[src/bmft_pkg.sv]
// ----------------------------------------------------------------------------
// bmft_pkg
// Shared constants, codes and types of the block-mapped flash translation core.
// ----------------------------------------------------------------------------
package bmft_pkg;

	// Geometry defaults
	localparam int PAGES_IN_BLOCK  = 32;
	localparam int PHYSICAL_BLOCKS = 64;
	localparam int LOGICAL_BLOCKS  = 63;

	// Field widths
	localparam int LSN_W   = 11;
	localparam int ADDR_W  = 11;
	localparam int OFF_W   = $clog2(PAGES_IN_BLOCK);
	localparam int LBN_W   = LSN_W - OFF_W;
	localparam int LBN_SPAN = 2 ** LBN_W;

	// Flash command codes
	typedef enum logic [2:0] {
		OP_READ    = 3'd0,
		OP_PROGRAM = 3'd1,
		OP_COPY    = 3'd2,
		OP_ERASE   = 3'd3,
		OP_ERROR   = 3'd4
	} op_t;

	// Error codes
	typedef enum logic [1:0] {
		ERR_NONE     = 2'd0,
		ERR_NO_EMPTY = 2'd1,
		ERR_UNMAPPED = 2'd2
	} err_t;

	// Sequencer states
	typedef enum logic [3:0] {
		ST_CLEAR,
		ST_IDLE,
		ST_MAP,
		ST_PWR,
		ST_SPR,
		ST_SCAN,
		ST_COPY,
		ST_PROG,
		ST_ERASE
	} state_t;

endpackage

[src/bmft_if.sv]
// ----------------------------------------------------------------------------
// bmft_if
// Request and result channels: valid/ready handshake with payload.
// ----------------------------------------------------------------------------
interface bmft_req_if;
	logic                        valid;
	logic                        ready;
	logic                        command;
	logic [bmft_pkg::LSN_W-1:0]  lsn;

	modport source (output valid, command, lsn, input ready);
	modport sink   (input valid, command, lsn, output ready);
endinterface

interface bmft_res_if;
	logic                        valid;
	logic                        ready;
	bmft_pkg::op_t               op;
	logic [bmft_pkg::ADDR_W-1:0] page_addr;
	logic [bmft_pkg::ADDR_W-1:0] copy_src;
	bmft_pkg::err_t              error_code;
	logic                        last;

	modport source (output valid, op, page_addr, copy_src, error_code, last, input ready);
	modport sink   (input valid, op, page_addr, copy_src, error_code, last, output ready);
endinterface

[src/block_mapping_flash_translation_core.sv]
// ----------------------------------------------------------------------------
// block_mapping_flash_translation_core
// Block-mapped flash translation: turns sector read/write requests into flash
// commands (read, program, copy, erase, error).
//
// req carries one item per request (command, lsn); res carries the flash
// commands it causes, one item each, the final one marked by last.
// A read looks up the map store and then loads its item into the result
// register; the next request is taken only after that load. A write to an
// unmapped block scans the bitmap store, one block per cycle, up to all
// PHYSICAL_BLOCKS blocks. An overwrite walks PAGES_IN_BLOCK pages through
// the shared counter and issues PAGES_IN_BLOCK+1 items, plus a scan when the
// spare is in use. The sequencer handles one request at a time; req.ready
// is high only between requests, and the next request can be taken while the
// last item of the previous one still sits in the result register.
// After reset the bitmap store is cleared, one block per cycle, over all
// PHYSICAL_BLOCKS blocks, before the first request is taken.
// When res is stalled the result register holds and the sequencer waits.
// ----------------------------------------------------------------------------
module block_mapping_flash_translation_core #(
	parameter int PHYSICAL_BLOCKS = bmft_pkg::PHYSICAL_BLOCKS,
	parameter int LOGICAL_BLOCKS  = bmft_pkg::LOGICAL_BLOCKS
) (
	input  logic       clk,
	input  logic       arst_n,
	bmft_req_if.sink   req,
	bmft_res_if.source res
);

	localparam int BLK_W     = $clog2(PHYSICAL_BLOCKS);
	localparam int MAP_DEPTH = (LOGICAL_BLOCKS < bmft_pkg::LBN_SPAN) ?
		LOGICAL_BLOCKS : bmft_pkg::LBN_SPAN;
	localparam int MAP_AW    = (MAP_DEPTH > 1) ? $clog2(MAP_DEPTH) : 1;
	localparam int PG_W      = bmft_pkg::PAGES_IN_BLOCK;

	logic              map_ren;
	logic [MAP_AW-1:0] map_raddr;
	logic              map_wen;
	logic [MAP_AW-1:0] map_waddr;
	logic [BLK_W-1:0]  map_wdata;
	logic              map_rd_vld;
	logic [BLK_W-1:0]  map_rd_pbn;
	logic              pw_ren;
	logic [BLK_W-1:0]  pw_raddr;
	logic              pw_wen;
	logic [BLK_W-1:0]  pw_waddr;
	logic [PG_W-1:0]   pw_wdata;
	logic [PG_W-1:0]   pw_rdata;

	// Request sequencer
	bmft_seq #(
		.PHYSICAL_BLOCKS (PHYSICAL_BLOCKS),
		.LOGICAL_BLOCKS  (LOGICAL_BLOCKS)
	) u_seq (
		.clk        (clk),
		.arst_n     (arst_n),
		.req        (req),
		.res        (res),
		.map_ren    (map_ren),
		.map_raddr  (map_raddr),
		.map_wen    (map_wen),
		.map_waddr  (map_waddr),
		.map_wdata  (map_wdata),
		.map_rd_vld (map_rd_vld),
		.map_rd_pbn (map_rd_pbn),
		.pw_ren     (pw_ren),
		.pw_raddr   (pw_raddr),
		.pw_wen     (pw_wen),
		.pw_waddr   (pw_waddr),
		.pw_wdata   (pw_wdata),
		.pw_rdata   (pw_rdata)
	);

	// Logical-to-physical map
	bmft_map_mem #(
		.DEPTH (MAP_DEPTH),
		.DW    (BLK_W)
	) u_map (
		.clk    (clk),
		.arst_n (arst_n),
		.ren    (map_ren),
		.raddr  (map_raddr),
		.wen    (map_wen),
		.waddr  (map_waddr),
		.wdata  (map_wdata),
		.rd_vld (map_rd_vld),
		.rd_pbn (map_rd_pbn)
	);

	// Written-page bitmaps
	bmft_pw_mem #(
		.DEPTH (PHYSICAL_BLOCKS)
	) u_pw (
		.clk   (clk),
		.ren   (pw_ren),
		.raddr (pw_raddr),
		.wen   (pw_wen),
		.waddr (pw_waddr),
		.wdata (pw_wdata),
		.rdata (pw_rdata)
	);

endmodule

[src/bmft_map_mem.sv]
// ----------------------------------------------------------------------------
// bmft_map_mem
// Logical-to-physical block map: valid flags in flops, block numbers in RAM.
// ----------------------------------------------------------------------------
module bmft_map_mem #(
	parameter int  DEPTH = bmft_pkg::LOGICAL_BLOCKS,
	parameter int  DW    = $clog2(bmft_pkg::PHYSICAL_BLOCKS),
	localparam int AW    = (DEPTH > 1) ? $clog2(DEPTH) : 1
) (
	input  logic          clk,
	input  logic          arst_n,
	input  logic          ren,
	input  logic [AW-1:0] raddr,
	input  logic          wen,
	input  logic [AW-1:0] waddr,
	input  logic [DW-1:0] wdata,
	output logic          rd_vld,
	output logic [DW-1:0] rd_pbn
);

	logic [DEPTH-1:0] vld_q;
	logic [DW-1:0]    mem [DEPTH];
	logic             rd_vld_q;
	logic [DW-1:0]    rd_pbn_q;

	// Mapped flags, cleared at reset
	always_ff @(posedge clk or negedge arst_n) begin
		if (!arst_n) begin
			vld_q <= '0;
		end else if (wen) begin
			vld_q[waddr] <= 1'b1;
		end
	end

	// Block number store and registered read
	always_ff @(posedge clk) begin
		if (wen) begin
			mem[waddr] <= wdata;
		end
		if (ren) begin
			rd_vld_q <= vld_q[raddr];
			rd_pbn_q <= mem[raddr];
		end
	end

	assign rd_vld = rd_vld_q;
	assign rd_pbn = rd_pbn_q;

endmodule

[src/bmft_pw_mem.sv]
// ----------------------------------------------------------------------------
// bmft_pw_mem
// Written-page bitmap, one word per physical block, registered read port.
// ----------------------------------------------------------------------------
module bmft_pw_mem #(
	parameter int  DEPTH = bmft_pkg::PHYSICAL_BLOCKS,
	localparam int AW    = $clog2(DEPTH),
	localparam int DW    = bmft_pkg::PAGES_IN_BLOCK
) (
	input  logic          clk,
	input  logic          ren,
	input  logic [AW-1:0] raddr,
	input  logic          wen,
	input  logic [AW-1:0] waddr,
	input  logic [DW-1:0] wdata,
	output logic [DW-1:0] rdata
);

	logic [DW-1:0] mem [DEPTH];
	logic [DW-1:0] rd_data_q;

	// One write and one read per cycle; read data holds when not enabled
	always_ff @(posedge clk) begin
		if (wen) begin
			mem[waddr] <= wdata;
		end
		if (ren) begin
			rd_data_q <= mem[raddr];
		end
	end

	assign rdata = rd_data_q;

endmodule

[src/bmft_seq.sv]
// ----------------------------------------------------------------------------
// bmft_seq
// Request sequencer: one shared block/page counter with zero and end compare,
// drives the map and bitmap stores and the result register.
// ----------------------------------------------------------------------------
module bmft_seq #(
	parameter int  PHYSICAL_BLOCKS = bmft_pkg::PHYSICAL_BLOCKS,
	parameter int  LOGICAL_BLOCKS  = bmft_pkg::LOGICAL_BLOCKS,
	localparam int BLK_W     = $clog2(PHYSICAL_BLOCKS),
	localparam int MAP_DEPTH = (LOGICAL_BLOCKS < bmft_pkg::LBN_SPAN) ?
		LOGICAL_BLOCKS : bmft_pkg::LBN_SPAN,
	localparam int MAP_AW    = (MAP_DEPTH > 1) ? $clog2(MAP_DEPTH) : 1,
	localparam int PG_W      = bmft_pkg::PAGES_IN_BLOCK
) (
	input  logic              clk,
	input  logic              arst_n,
	bmft_req_if.sink          req,
	bmft_res_if.source        res,
	// map store
	output logic              map_ren,
	output logic [MAP_AW-1:0] map_raddr,
	output logic              map_wen,
	output logic [MAP_AW-1:0] map_waddr,
	output logic [BLK_W-1:0]  map_wdata,
	input  logic              map_rd_vld,
	input  logic [BLK_W-1:0]  map_rd_pbn,
	// bitmap store
	output logic              pw_ren,
	output logic [BLK_W-1:0]  pw_raddr,
	output logic              pw_wen,
	output logic [BLK_W-1:0]  pw_waddr,
	output logic [PG_W-1:0]   pw_wdata,
	input  logic [PG_W-1:0]   pw_rdata
);

	localparam int OFF_W  = bmft_pkg::OFF_W;
	localparam int LBN_W  = bmft_pkg::LBN_W;
	localparam int ADDR_W = bmft_pkg::ADDR_W;
	localparam int CNT_W  = (BLK_W > OFF_W) ? BLK_W : OFF_W;

	typedef enum logic [1:0] {
		CNT_HOLD,
		CNT_ZERO,
		CNT_INC
	} cnt_op_t;

	bmft_pkg::state_t   state_q, state_d;
	logic               cmd_q;
	logic [LBN_W-1:0]   lbn_q;
	logic [OFF_W-1:0]   off_q;
	logic               in_range_q;
	logic               ovw_q;
	logic [BLK_W-1:0]   pbn_q;
	logic [BLK_W-1:0]   blk_q;
	logic [BLK_W-1:0]   spare_q;
	logic [PG_W-1:0]    pw_q;
	logic [CNT_W-1:0]   cnt_q;
	logic [CNT_W-1:0]   cnt_nx;
	cnt_op_t            cnt_op;

	logic               res_vld_q;
	bmft_pkg::op_t      res_op_q;
	logic [ADDR_W-1:0]  res_addr_q;
	logic [ADDR_W-1:0]  res_src_q;
	bmft_pkg::err_t     res_err_q;
	logic               res_last_q;

	logic               rdy;
	logic               req_acc;
	logic               can_load;
	logic [LBN_W-1:0]   lbn_in;
	logic [BLK_W-1:0]   cnt_blk;
	logic [OFF_W-1:0]   cnt_pg;
	logic               blk_end;
	logic               pg_end;
	logic               pg_skip;
	logic               pw_zero;
	logic               bit_hit;
	logic [PG_W-1:0]    bit_mask;

	logic               emit_vld;
	bmft_pkg::op_t      emit_op;
	logic [ADDR_W-1:0]  emit_addr;
	logic [ADDR_W-1:0]  emit_src;
	bmft_pkg::err_t     emit_err;
	logic               emit_last;

	// Physical page address of (block, page), wrapped to the address width
	function automatic logic [ADDR_W-1:0] pg_addr(input logic [BLK_W-1:0] blk,
		input logic [OFF_W-1:0] pg);
		logic [ADDR_W+BLK_W+OFF_W-1:0] full;
		full = {{ADDR_W{1'b0}}, blk, pg};
		return full[ADDR_W-1:0];
	endfunction

	// Shared counter and its compares
	assign cnt_nx   = cnt_q + CNT_W'(1);
	assign cnt_blk  = cnt_q[BLK_W-1:0];
	assign cnt_pg   = cnt_q[OFF_W-1:0];
	assign blk_end  = (cnt_blk == BLK_W'(PHYSICAL_BLOCKS - 1));
	assign pg_end   = (cnt_pg == OFF_W'(bmft_pkg::PAGES_IN_BLOCK - 1));
	assign pg_skip  = (cnt_pg == off_q);
	assign pw_zero  = (pw_rdata == '0);
	assign bit_mask = PG_W'(1) << off_q;
	assign bit_hit  = |(pw_rdata & bit_mask);

	// Handshake
	assign lbn_in   = req.lsn[bmft_pkg::LSN_W-1:OFF_W];
	assign rdy      = (state_q == bmft_pkg::ST_IDLE);
	assign req_acc  = req.valid && rdy;
	assign can_load = !res_vld_q || res.ready;
	assign req.ready = rdy;

	// Next state
	always_comb begin
		state_d = state_q;
		unique case (state_q)
			bmft_pkg::ST_CLEAR: begin
				if (blk_end) state_d = bmft_pkg::ST_IDLE;
			end
			bmft_pkg::ST_IDLE: begin
				if (req_acc) state_d = bmft_pkg::ST_MAP;
			end
			bmft_pkg::ST_MAP: begin
				priority if (!cmd_q) begin
					if (can_load) state_d = bmft_pkg::ST_IDLE;
				end else if (!in_range_q) begin
					state_d = bmft_pkg::ST_IDLE;
				end else if (!map_rd_vld) begin
					state_d = bmft_pkg::ST_SCAN;
				end else begin
					state_d = bmft_pkg::ST_PWR;
				end
			end
			bmft_pkg::ST_PWR: begin
				priority if (bit_hit) state_d = bmft_pkg::ST_SPR;
				else if (can_load) state_d = bmft_pkg::ST_IDLE;
				else state_d = state_q;
			end
			bmft_pkg::ST_SPR: begin
				state_d = pw_zero ? bmft_pkg::ST_COPY : bmft_pkg::ST_SCAN;
			end
			bmft_pkg::ST_SCAN: begin
				priority if (pw_zero) begin
					if (ovw_q) state_d = bmft_pkg::ST_COPY;
					else if (can_load) state_d = bmft_pkg::ST_IDLE;
				end else if (blk_end) begin
					if (can_load) state_d = bmft_pkg::ST_IDLE;
				end else begin
					state_d = state_q;
				end
			end
			bmft_pkg::ST_COPY: begin
				if ((pg_skip || can_load) && pg_end) state_d = bmft_pkg::ST_PROG;
			end
			bmft_pkg::ST_PROG: begin
				if (can_load) state_d = bmft_pkg::ST_ERASE;
			end
			bmft_pkg::ST_ERASE: begin
				if (can_load) state_d = bmft_pkg::ST_IDLE;
			end
			default: state_d = bmft_pkg::ST_IDLE;
		endcase
	end

	// Store controls, counter control and result generation
	always_comb begin
		map_ren   = req_acc;
		map_raddr = lbn_in[MAP_AW-1:0];
		map_wen   = 1'b0;
		map_waddr = lbn_q[MAP_AW-1:0];
		map_wdata = blk_q;
		pw_ren    = 1'b0;
		pw_raddr  = '0;
		pw_wen    = 1'b0;
		pw_waddr  = '0;
		pw_wdata  = '0;
		cnt_op    = CNT_HOLD;
		emit_vld  = 1'b0;
		emit_op   = bmft_pkg::OP_READ;
		emit_addr = '0;
		emit_src  = '0;
		emit_err  = bmft_pkg::ERR_NONE;
		emit_last = 1'b0;
		unique case (state_q)
			bmft_pkg::ST_CLEAR: begin
				pw_wen   = 1'b1;
				pw_waddr = cnt_blk;
				cnt_op   = CNT_INC;
			end
			bmft_pkg::ST_IDLE: begin
			end
			bmft_pkg::ST_MAP: begin
				priority if (!cmd_q) begin
					if (can_load) begin
						emit_vld  = 1'b1;
						emit_last = 1'b1;
						if (!in_range_q || !map_rd_vld) begin
							emit_op  = bmft_pkg::OP_ERROR;
							emit_err = bmft_pkg::ERR_UNMAPPED;
						end else begin
							emit_op   = bmft_pkg::OP_READ;
							emit_addr = pg_addr(map_rd_pbn, off_q);
						end
					end
				end else if (!in_range_q) begin
				end else if (!map_rd_vld) begin
					// start empty block search at block zero
					pw_ren = 1'b1;
					cnt_op = CNT_ZERO;
				end else begin
					pw_ren   = 1'b1;
					pw_raddr = map_rd_pbn;
				end
			end
			bmft_pkg::ST_PWR: begin
				priority if (bit_hit) begin
					pw_ren   = 1'b1;
					pw_raddr = spare_q;
				end else if (can_load) begin
					// program in place
					emit_vld  = 1'b1;
					emit_op   = bmft_pkg::OP_PROGRAM;
					emit_addr = pg_addr(pbn_q, off_q);
					emit_last = 1'b1;
					pw_wen    = 1'b1;
					pw_waddr  = pbn_q;
					pw_wdata  = pw_rdata | bit_mask;
				end else begin
				end
			end
			bmft_pkg::ST_SPR: begin
				cnt_op = CNT_ZERO;
				pw_ren = !pw_zero;
			end
			bmft_pkg::ST_SCAN: begin
				priority if (pw_zero) begin
					if (ovw_q) begin
						cnt_op = CNT_ZERO;
					end else if (can_load) begin
						// claim the empty block for the logical block
						emit_vld  = 1'b1;
						emit_op   = bmft_pkg::OP_PROGRAM;
						emit_addr = pg_addr(cnt_blk, off_q);
						emit_last = 1'b1;
						pw_wen    = 1'b1;
						pw_waddr  = cnt_blk;
						pw_wdata  = bit_mask;
						map_wen   = 1'b1;
						map_wdata = cnt_blk;
					end
				end else if (blk_end) begin
					if (can_load) begin
						emit_vld  = 1'b1;
						emit_op   = bmft_pkg::OP_ERROR;
						emit_err  = bmft_pkg::ERR_NO_EMPTY;
						emit_last = 1'b1;
					end
				end else begin
					pw_ren   = 1'b1;
					pw_raddr = cnt_nx[BLK_W-1:0];
					cnt_op   = CNT_INC;
				end
			end
			bmft_pkg::ST_COPY: begin
				priority if (pg_skip) begin
					cnt_op = CNT_INC;
				end else if (can_load) begin
					emit_vld  = 1'b1;
					emit_op   = bmft_pkg::OP_COPY;
					emit_addr = pg_addr(blk_q, cnt_pg);
					emit_src  = pg_addr(pbn_q, cnt_pg);
					cnt_op    = CNT_INC;
				end else begin
				end
			end
			bmft_pkg::ST_PROG: begin
				if (can_load) begin
					emit_vld  = 1'b1;
					emit_op   = bmft_pkg::OP_PROGRAM;
					emit_addr = pg_addr(blk_q, off_q);
					pw_wen    = 1'b1;
					pw_waddr  = blk_q;
					pw_wdata  = pw_q | bit_mask;
				end
			end
			bmft_pkg::ST_ERASE: begin
				if (can_load) begin
					// old block is wiped and becomes the spare
					emit_vld  = 1'b1;
					emit_op   = bmft_pkg::OP_ERASE;
					emit_addr = pg_addr(pbn_q, '0);
					emit_last = 1'b1;
					pw_wen    = 1'b1;
					pw_waddr  = pbn_q;
					map_wen   = 1'b1;
				end
			end
			default: begin
			end
		endcase
	end

	// Control registers
	always_ff @(posedge clk or negedge arst_n) begin
		if (!arst_n) begin
			state_q   <= bmft_pkg::ST_CLEAR;
			cnt_q     <= '0;
			spare_q   <= BLK_W'(PHYSICAL_BLOCKS - 1);
			res_vld_q <= 1'b0;
		end else begin
			state_q <= state_d;
			unique case (cnt_op)
				CNT_ZERO: cnt_q <= '0;
				CNT_INC:  cnt_q <= cnt_nx;
				default:  cnt_q <= cnt_q;
			endcase
			if (state_q == bmft_pkg::ST_ERASE && can_load) begin
				spare_q <= pbn_q;
			end
			if (emit_vld) begin
				res_vld_q <= 1'b1;
			end else if (res.ready) begin
				res_vld_q <= 1'b0;
			end
		end
	end

	// Request fields, working copies and result payload
	always_ff @(posedge clk) begin
		if (req_acc) begin
			cmd_q      <= req.command;
			lbn_q      <= lbn_in;
			off_q      <= req.lsn[OFF_W-1:0];
			in_range_q <= (int'(lbn_in) < LOGICAL_BLOCKS);
		end
		if (state_q == bmft_pkg::ST_MAP) begin
			pbn_q <= map_rd_pbn;
			ovw_q <= 1'b0;
		end
		if (state_q == bmft_pkg::ST_PWR) begin
			pw_q <= pw_rdata;
		end
		if (state_q == bmft_pkg::ST_SPR) begin
			ovw_q <= 1'b1;
			blk_q <= spare_q;
		end
		if (state_q == bmft_pkg::ST_SCAN && pw_zero) begin
			blk_q <= cnt_blk;
		end
		if (emit_vld) begin
			res_op_q   <= emit_op;
			res_addr_q <= emit_addr;
			res_src_q  <= emit_src;
			res_err_q  <= emit_err;
			res_last_q <= emit_last;
		end
	end

	assign res.valid      = res_vld_q;
	assign res.op         = res_op_q;
	assign res.page_addr  = res_addr_q;
	assign res.copy_src   = res_src_q;
	assign res.error_code = res_err_q;
	assign res.last       = res_last_q;

`ifndef SYNTHESIS
	a_pw_one_port: assert property (@(posedge clk) disable iff (!arst_n)
		!(pw_ren && pw_wen))
		else $error("bitmap read and write in the same cycle");

	a_emit_room: assert property (@(posedge clk) disable iff (!arst_n)
		emit_vld |-> (!res_vld_q || res.ready))
		else $error("result generated while result register is held");

	a_copy_blocks: assert property (@(posedge clk) disable iff (!arst_n)
		(state_q == bmft_pkg::ST_COPY) |-> (blk_q != pbn_q))
		else $error("rebuild target equals source block");

	a_map_write: assert property (@(posedge clk) disable iff (!arst_n)
		map_wen |-> (in_range_q && cmd_q))
		else $error("map written outside an in-range write request");

	a_last_done: assert property (@(posedge clk) disable iff (!arst_n)
		(emit_vld && emit_last) |=> (state_q == bmft_pkg::ST_IDLE))
		else $error("final result issued but request not finished");
`endif

endmodule

[src/flat_wrapper.sv]
// flat-port wrapper written by rule: the top's interface ports become plain ports
module block_mapping_flash_translation_core_flat 
#(
	parameter int PHYSICAL_BLOCKS = bmft_pkg::PHYSICAL_BLOCKS,
	parameter int LOGICAL_BLOCKS  = bmft_pkg::LOGICAL_BLOCKS
)
  (clk, arst_n, req_valid, req_command, req_lsn, req_ready, res_valid, res_op, res_page_addr, res_copy_src, res_error_code, res_last, res_ready);
  bmft_req_if req_i ();
  bmft_res_if res_i ();
  input  logic clk;
  input  logic arst_n;
  input wire logic [$bits(req_i.valid)-1:0] req_valid;
  input wire logic [$bits(req_i.command)-1:0] req_command;
  input wire logic [$bits(req_i.lsn)-1:0] req_lsn;
  output wire logic [$bits(req_i.ready)-1:0] req_ready;
  output wire logic [$bits(res_i.valid)-1:0] res_valid;
  output wire logic [$bits(res_i.op)-1:0] res_op;
  output wire logic [$bits(res_i.page_addr)-1:0] res_page_addr;
  output wire logic [$bits(res_i.copy_src)-1:0] res_copy_src;
  output wire logic [$bits(res_i.error_code)-1:0] res_error_code;
  output wire logic [$bits(res_i.last)-1:0] res_last;
  input wire logic [$bits(res_i.ready)-1:0] res_ready;
  assign req_i.valid = req_valid;
  assign req_i.command = req_command;
  assign req_i.lsn = req_lsn;
  assign req_ready = req_i.ready;
  assign res_valid = res_i.valid;
  assign res_op = res_i.op;
  assign res_page_addr = res_i.page_addr;
  assign res_copy_src = res_i.copy_src;
  assign res_error_code = res_i.error_code;
  assign res_last = res_i.last;
  assign res_i.ready = res_ready;
  block_mapping_flash_translation_core #(.PHYSICAL_BLOCKS(PHYSICAL_BLOCKS), .LOGICAL_BLOCKS(LOGICAL_BLOCKS)) u_core (.clk(clk), .arst_n(arst_n), .req(req_i), .res(res_i));
endmodule
[config.mk]
export PLATFORM = sky130hd
export DESIGN_NAME = block_mapping_flash_translation_core_flat
export DESIGN_NICKNAME = d
export VERILOG_FILES = /design/src/bmft_pkg.sv /design/src/bmft_if.sv /design/src/block_mapping_flash_translation_core.sv /design/src/bmft_map_mem.sv /design/src/bmft_pw_mem.sv /design/src/bmft_seq.sv /design/src/flat_wrapper.sv
export SDC_FILE = /design/constraint.sdc
export NUM_CORES = 2
export LEC_CHECK = 0
export ABC_AREA = 1
export ABC_CLOCK_PERIOD_IN_PS = 8400
export BUFFER_PORTS_ARGS = -buffer_cell sky130_fd_sc_hd__buf_2
export CAP_MARGIN = 10
export CORE_UTILIZATION = 58
export CTS_BUF_LIST = sky130_fd_sc_hd__clkbuf_8
export CTS_CLUSTER_DIAMETER = 60
export DETAILED_ROUTE_END_ITERATION = 8
export GPL_ROUTABILITY_DRIVEN = 1
export PLACE_DENSITY = 0.74
export RECOVER_POWER = 25
export SYNTH_ARGS = -nofsm -noshare
export SYNTH_HDL_FRONTEND = slang
export SYNTH_SLANG_ARGS = --single-unit
export TNS_END_PERCENT = 20
[constraint.sdc]
create_clock -name clk -period 8.4 [get_ports clk]
set_input_delay 2.52 -clock clk [delete_from_list [all_inputs] [get_ports clk]]
set_output_delay 2.52 -clock clk [all_outputs]
set_load 0.005 [all_outputs]
After elaboration in Yosys (flattened, before gate mapping)
Memory sizes are Yosys's and may differ from the RTL's. A register that Yosys moved wholly into a read port is not among the register bits.
Cells that the tools add are included.
{"block": "op_classes", "mux": 112, "shift": 1, "n_reduce_logical": 21, "bitwise": 6, "n_addsub": 1, "n_lt_le_gt_ge": 4, "n_eq_ne": 18}
{"cell": "32-bit 2-to-1 mux", "count": 6}
{"cell": "11-bit 2-to-1 mux", "count": 12}
{"cell": "6-bit 2-to-1 mux", "count": 18}
{"cell": "32-bit one-hot mux with 3 select lines", "count": 1}
{"cell": "11-bit one-hot mux with 6 select lines", "count": 1}
{"cell": "32-bit OR", "count": 2}
{"cell": "63-bit OR", "count": 1}
{"cell": "4-bit 2-to-1 mux", "count": 10}
{"cell": "4-bit one-hot mux with 9 select lines", "count": 1}
{"cell": "32-bit AND", "count": 1}
{"cell": "32-bit zero test", "count": 1}
{"cell": "32-bit OR reduction", "count": 1}
{"cell": "1-bit by 5-bit << shifter with 32-bit output, first input constant", "count": 1}
{"cell": "1-bit 2-to-1 mux", "count": 30}
{"cell": "6-bit one-hot mux with 5 select lines", "count": 1}
{"cell": "3-bit 2-to-1 mux", "count": 9}
{"cell": "2-bit 2-to-1 mux", "count": 11}
{"cell": "3-bit one-hot mux with 6 select lines", "count": 1}
{"cell": "6-bit one-hot mux with 3 select lines", "count": 1}
{"cell": "4-bit by 3-bit equality test with 1-bit output, second input constant", "count": 4}
{"cell": "6-bit by 7-bit < comparator with 1-bit output, second input constant", "count": 2}
{"cell": "1-bit one-hot mux with 4 select lines", "count": 3}
{"cell": "6-bit one-hot mux with 2 select lines", "count": 1}
{"cell": "2-bit one-hot mux with 5 select lines", "count": 1}
{"cell": "other kinds (28)", "count": 43}
{"block": "word_totals", "reg_bits": 167, "memories": 2, "mem_bits_rw": 2426, "input_bits": 16, "elab_cells": 184}
{"name": "u_core.u_pw.mem", "words": 64, "word_bits": 32, "rd": 1, "rd_clocked_by_memory_dff": 1, "write_ports": 1, "line_no": "bmft_pw_mem.sv:19", "source": "logic [DW-1:0] mem [DEPTH];"}
{"name": "u_core.u_map.mem", "words": 63, "word_bits": 6, "rd": 1, "rd_clocked_by_memory_dff": 1, "write_ports": 1, "line_no": "bmft_map_mem.sv:22", "source": "logic [DW-1:0] mem [DEPTH];"}

Depth between registers and ports, before layout
{"block": "logic_depth", "ltp_word": 8, "depth_mapped": 23, "ltp_nobuf": 20}

Modules after synthesis
Synthesis repeated with hierarchy kept, for this count alone.
{"block": "hier_totals", "cells_unflattened": 9280, "hier_area_um2": 107931.0}
{"mod": "bmft_pw_mem", "instances": 1, "cells_per_inst": 6769, "area_each_um2": 83058.4}
{"mod": "bmft_map_mem", "instances": 1, "cells_per_inst": 1646, "area_each_um2": 18441.4}
{"mod": "bmft_seq", "instances": 1, "cells_per_inst": 865, "area_each_um2": 6431.2}

Least setup slack after synthesis
Ideal clock, no wire load.
{"block": "synth_path", "path_type": "input to register", "startpoint": "input port res_ready", "endpoint": "memory u_core.u_pw.mem[0][2] in the netlist's numbering (data pin)", "path_stages": 9, "t_required_ns": 7.698, "t_arrival_ns": 6.297, "setup_time_ns": 0.702, "slack_ns": 1.402, "path_cell_list": "nor2_1 > clkbuf_1 > clkinv_1 > nand4_1 > inv_1 > buf_2 > clkbuf_1 > a21oi_1 > o21ai_0"}
{"block": "synth_via", "elab_chain_cells": 5, "word_cells_on_any_way": 8, "classes_between": "mux (7); reduce/logical (1)"}
{"element": "from (decl)", "line_no": "flat_wrapper.sv:22", "source": "input wire logic [$bits(res_i.ready)-1:0] res_ready;"}
{"element": "1-bit logical OR (*)", "line_no": "bmft_seq.sv:111", "source": "assign can_load = !res_vld_q || res.ready;"}
{"element": "32-bit 2-to-1 mux", "line_no": "bmft_seq.sv:240", "source": "end else if (can_load) begin"}
{"element": "32-bit 2-to-1 mux", "line_no": "bmft_seq.sv:238", "source": "if (ovw_q) begin"}
{"element": "32-bit 2-to-1 mux", "line_no": "bmft_seq.sv:237", "source": "priority if (pw_zero) begin"}
{"element": "32-bit one-hot mux with 3 select lines (*)", "line_no": "bmft_seq.sv:185", "source": "unique case (state_q)"}
{"element": "via u_core.pw_wdata[2]", "line_no": "block_mapping_flash_translation_core.sv:47", "source": "logic [PG_W-1:0] pw_wdata;"}
{"element": "to (decl)", "line_no": "bmft_pw_mem.sv:19"}
The timed path passes the listed nets; every way through them passes the cells marked *.

Final worst setup path
{"block": "layout_path", "startpoint": "register u_core.u_seq.state_q[2]", "endpoint": "memory u_core.u_pw.mem[2][4] in the netlist's numbering (data pin)"}
{"block": "layout_via", "elab_chain_cells": 2, "word_cells_on_any_way": 4, "classes_between": "eq/ne (3); mux (1)"}
{"element": "from (decl)", "line_no": "bmft_seq.sv:47", "source": "bmft_pkg::state_t state_q, state_d;"}
{"element": "from (signal assigned)", "line_no": "bmft_seq.sv:307", "source": "state_q <= bmft_pkg::ST_CLEAR;"}
{"element": "from (signal assigned)", "line_no": "bmft_seq.sv:312", "source": "state_q <= state_d;"}
{"element": "4-bit by 3-bit equality test with 1-bit output / 4-bit by 2-bit equality test with 1-bit output (equally long branches)", "line_no": "bmft_seq.sv:185"}
{"element": "32-bit one-hot mux with 3 select lines (*)", "line_no": "bmft_seq.sv:185"}
{"element": "via u_core.pw_wdata[4]", "line_no": "block_mapping_flash_translation_core.sv:47"}
Marks and branches as above.

==> flow_summary.ini <==
[run_status]
status = finished, violations left
violations = max-capacitance violations, max-slew violations

[setup_path]
path_class = flop to flop
cp.required_ns = 8.91
path_buf_inv = 6
slowest_delay_ns = 1.74
worstSetupEndpointType = flop
critPathTopFamily = buffers and inverters
cp.arrival_ns = 7.66
timing.critical_path.fanout_max = 37
slowest_stage = clkbuf_1
crit_top_cell = clkbuf_1
path_cells = nor2_1 -> inv_1 -> nor2_4 -> clkbuf_1 -> nand4_1 -> inv_1 -> buf_4 -> nor2_1 -> clkbuf_1 -> o21ai_0 -> clkbuf_1
cp-start-kind = flop

[placed_design]
port-buffer-count = 45
placed_area_mm2 = 0.118
placed_cells = 12393
routabilityCongestion = 0.917
dp_hpwl_mm = 179

[timing]
fin_crit_ns = 7.15
final-setup-viol-count = 0
rsz0062_at_grt = false
timing.final.crit_share_pct = 85.1
timing.final.max_slew_violations = 1073
tns_ns = 0
final-hold-violation-count = 0
tightest_slew_ns = 4.24
clock.fmax_mhz = 140
slew_headroom_pct = -183
skew_ns = 0.100

[grt]
grt_pass1_vias = 75801
grt_pass1_wl_mm = 475
antenna_found_initial = 9
grt_max_degree = 194
track_usage_pct = 32.1
grt_overflow_total = 0

[finish]
stdcell_count = 13126
area.growth.synth_to_final_pct = 9.03
post-route-util_pct = 63.8
drive_above_1_share_pct = 7.78
design_area_mm2 = 0.124
layout.nets = 10213

[clocking]
cts.sinks = 2631
root_buffer = clkbuf_8
cts_max_level = 5
cts.clk_slew.worst_paths_ns = 0.06
post_cts_resized = 0
clock_path_buffers = 4
cts_made_buffers = 423
postCtsHoldBufs = 0
postCtsSetupBuffers = 0
cts_tree = built
insertion_delay_ns = 1.13

[power]
power.density_mw_per_mm2 = 292
total_power_mw = 36.3
p_leak_nw = 48.2
ir_drop_mv = 0.219

[yosys]
synth-compound-area-share_pct = 2.71
synth.area.mux_share_pct = 0
post_synth_num_cell_types = 52
synth_top_family_by_area = simple AND/OR/NAND/NOR gates
ys_ff_latch = 2631
synth_ff_type = edfxtp_1
synth_edf_count = 2550
synthCells = 10161
netlist_area_mm2 = 0.114
synthXorXnorAreaFrac_pct = 0.0307
synth.top_cell.area_share_pct = 67.1
ys_seq_area_share_pct = 68.9
syn-num-nets = 10180
yosys_warnings = 0
netlist_top_cells_area = edfxtp_1, nand3_1, nand2_1
ys_async_sr_fraction_pct = 3.04
synth-simple-area-share_pct = 20.9
synthAdderAreaFrac_pct = 0.0329
synth_top_area_cell = edfxtp_1
avgSynthCellArea_um2 = 11.2

[route]
drtIter0Drc = 12343
drcViolationCount = 0
num_vias = 79672
wl_per_cell_um = 24.6
drt_wl_total_mm = 323
antenna_left = 0
viasPerCell = 6.07
dr.pass1.iters = 9

[worst_hold_path]
hold_path_class = flop to flop

[die]
start_util_pct = 58.5
coreArea_mm2 = 0.195
die_width_um = 446
die_h_um = 446
placementRows = 162
io_pins = 46
die_area_mm2 = 0.199

[flow_run]
maxCapViolCount = 24
==> synthesized netlist by cell type (3+ instances only) <==
| master | n |
|---|---|
| o21ai_0 | 254 |
| o2111ai_1 | 29 |
| dfrtp_1 | 74 |
| buf_4 | 28 |
| clkbuf_1 | 314 |
| nand2_2 | 3 |
| or2_2 | 25 |
| nor3_1 | 8 |
| nand4_1 | 33 |
| o21ai_1 | 4 |
| nor4_1 | 4 |
| a211oi_1 | 5 |
| o211ai_1 | 21 |
| buf_6 | 3 |
| buf_2 | 239 |
| a221o_1 | 3 |
| nor2_1 | 340 |
| nand2_1 | 1512 |
| o21bai_1 | 7 |
| o31ai_1 | 4 |
| nand3b_1 | 681 |
| o221ai_1 | 14 |
| nand3_1 | 2258 |
| a31o_2 | 3 |
| inv_2 | 13 |
| a31oi_1 | 7 |
| ha_1 | 3 |
| dfstp_2 | 6 |
| a22oi_1 | 32 |
| nor3_2 | 3 |
| buf_1 | 64 |
| edfxtp_1 | 2550 |
| a221oi_1 | 41 |
| o311ai_0 | 4 |
| inv_1 | 1482 |
| nor2_2 | 5 |
| a21oi_1 | 56 |
| o22ai_1 | 11 |
==> cell type report <==
cell class	count	area, um^2
inverters	1497	5650
multi-input cells	5385	27700
clock buffers	435	5990
clock inverters	295	1220
well taps	2624	3280
diodes	3	7.51
repair buffers	256	2000
fillers	14680	70700
flip-flops and latches	2631	78600
==> worst reg2reg max path, stage by stage, from the launching register on <==
cell and delay (ns):
dfrtp_1 0.42, nor2_1 0.11, inv_1 0.14, nor2_4 0.10
clkbuf_1 1.67, nand4_1 0.68, inv_1 0.22, buf_4 0.40
nor2_1 0.09, clkbuf_1 0.31, o21ai_0 0.66, clkbuf_1 1.74
==> final timing paths <==
| kind | startpoint | end | slack [ns] | depth (start not counted) |
|---|---|---|---|---|
| worst max register to register | u_core.u_seq.state_q[2] | u_core.u_pw.mem[2][4] | 1.25 | 11 |
| worst max-delay path | u_core.u_seq.state_q[2] | u_core.u_pw.mem[2][4] | 1.25 | 11 |
| worst min register to register | u_core.u_map.rd_pbn[0] | u_core.u_seq.pbn_q[0] | 0.45 | 0 |
| worst min-delay path | u_core.u_map.rd_pbn[0] | u_core.u_seq.pbn_q[0] | 0.45 | 0 |
| min in group asynchronous | arst_n | u_core.u_seq.cnt_blk[4] | 1.41 | 1 |
| max in group asynchronous | arst_n | u_core.u_map.vld_q[7] | 2.49 | 2 |
==> registers in the layout, summed over array words and instances (netlist names), 2 cells and up <==
| signal | count |
|---|---|
| u_core.u_pw.mem | 2048 |
| u_core.u_map.mem | 378 |
| u_core.u_map.vld_q | 63 |
| u_core.u_pw.rdata | 32 |
| u_core.u_seq.pw_q | 32 |
| u_core.u_seq.res.copy_src | 11 |
| u_core.u_seq.res.page_addr | 11 |
| u_core.u_map.rd_pbn | 6 |
| u_core.u_seq.blk_q | 6 |
| u_core.u_seq.cnt_blk | 6 |
| u_core.u_seq.map_waddr | 6 |
| u_core.u_seq.pbn_q | 6 |
| u_core.u_seq.spare_q | 6 |
| u_core.u_seq.off_q | 5 |
| u_core.u_seq.state_q | 4 |
| u_core.u_seq.res.op | 3 |
| u_core.u_seq.res.error_code | 2 |
==> metal layers <==
layer	share of wire [%]	vias up	track usage [%]	wire length [um]
met1	37	38356	43.3	120000
met2	45	5214	49.0	147000
met3	12	922	6.62	37400
li1	-	35172	-	-
met4	5.8	8	17.5	18700
met5	0.014	-	0	46
==> cell families (layout without fill, tap and decap cells) <==
family,Yosys count,after routing
compound gates,502,502
xor+xnor,4,4
buf+inv,2145,2483
other cells,0,3
flops,2631,2631
simple gates,4876,4876
fa+ha+maj,3,3
==> power breakdown <==
group	total, mW	internal, mW	switching (mW)
Clock	9.71	4.81	4.90
Combinational	10.5	2.39	8.11
Sequential	16.1	15.8	0.294
==> stage by stage <==
step / setup slack [ns] / hold slack (ns)
CTS: 2.11 / 0.453
global placement: 1.72 / 0.437
global route: 1.04 / 0.472
detailed placement: 1.72 / 0.447
floorplan: 1.40 / 0.426
finish: 1.25 / 0.452
==> placed cells by master, fill, tap and decap left out, types with 9 or more instances in the layout <==
| master | n |
|---|---|
| clkinv_1 | 93 |
| buf_4 | 151 |
| o2111ai_1 | 29 |
| o211ai_1 | 21 |
| o22ai_1 | 11 |
| or2_2 | 25 |
| clkbuf_8 | 435 |
| nor2_1 | 275 |
| nor2_4 | 68 |
| o221ai_1 | 14 |
| buf_2 | 20 |
| a22oi_1 | 32 |
| a21oi_1 | 56 |
| nand4_1 | 33 |
| o21ai_0 | 250 |
| edfxtp_1 | 2550 |
| dfrtp_1 | 74 |
| buf_12 | 27 |
| nand3_1 | 2250 |
| inv_1 | 1646 |
| nor3_1 | 9 |
| a221oi_1 | 41 |
| clkinv_2 | 33 |
| clkbuf_1 | 54 |
| nand2_1 | 1511 |
| nand3b_1 | 681 |
(Power assumes the default switching activity.)
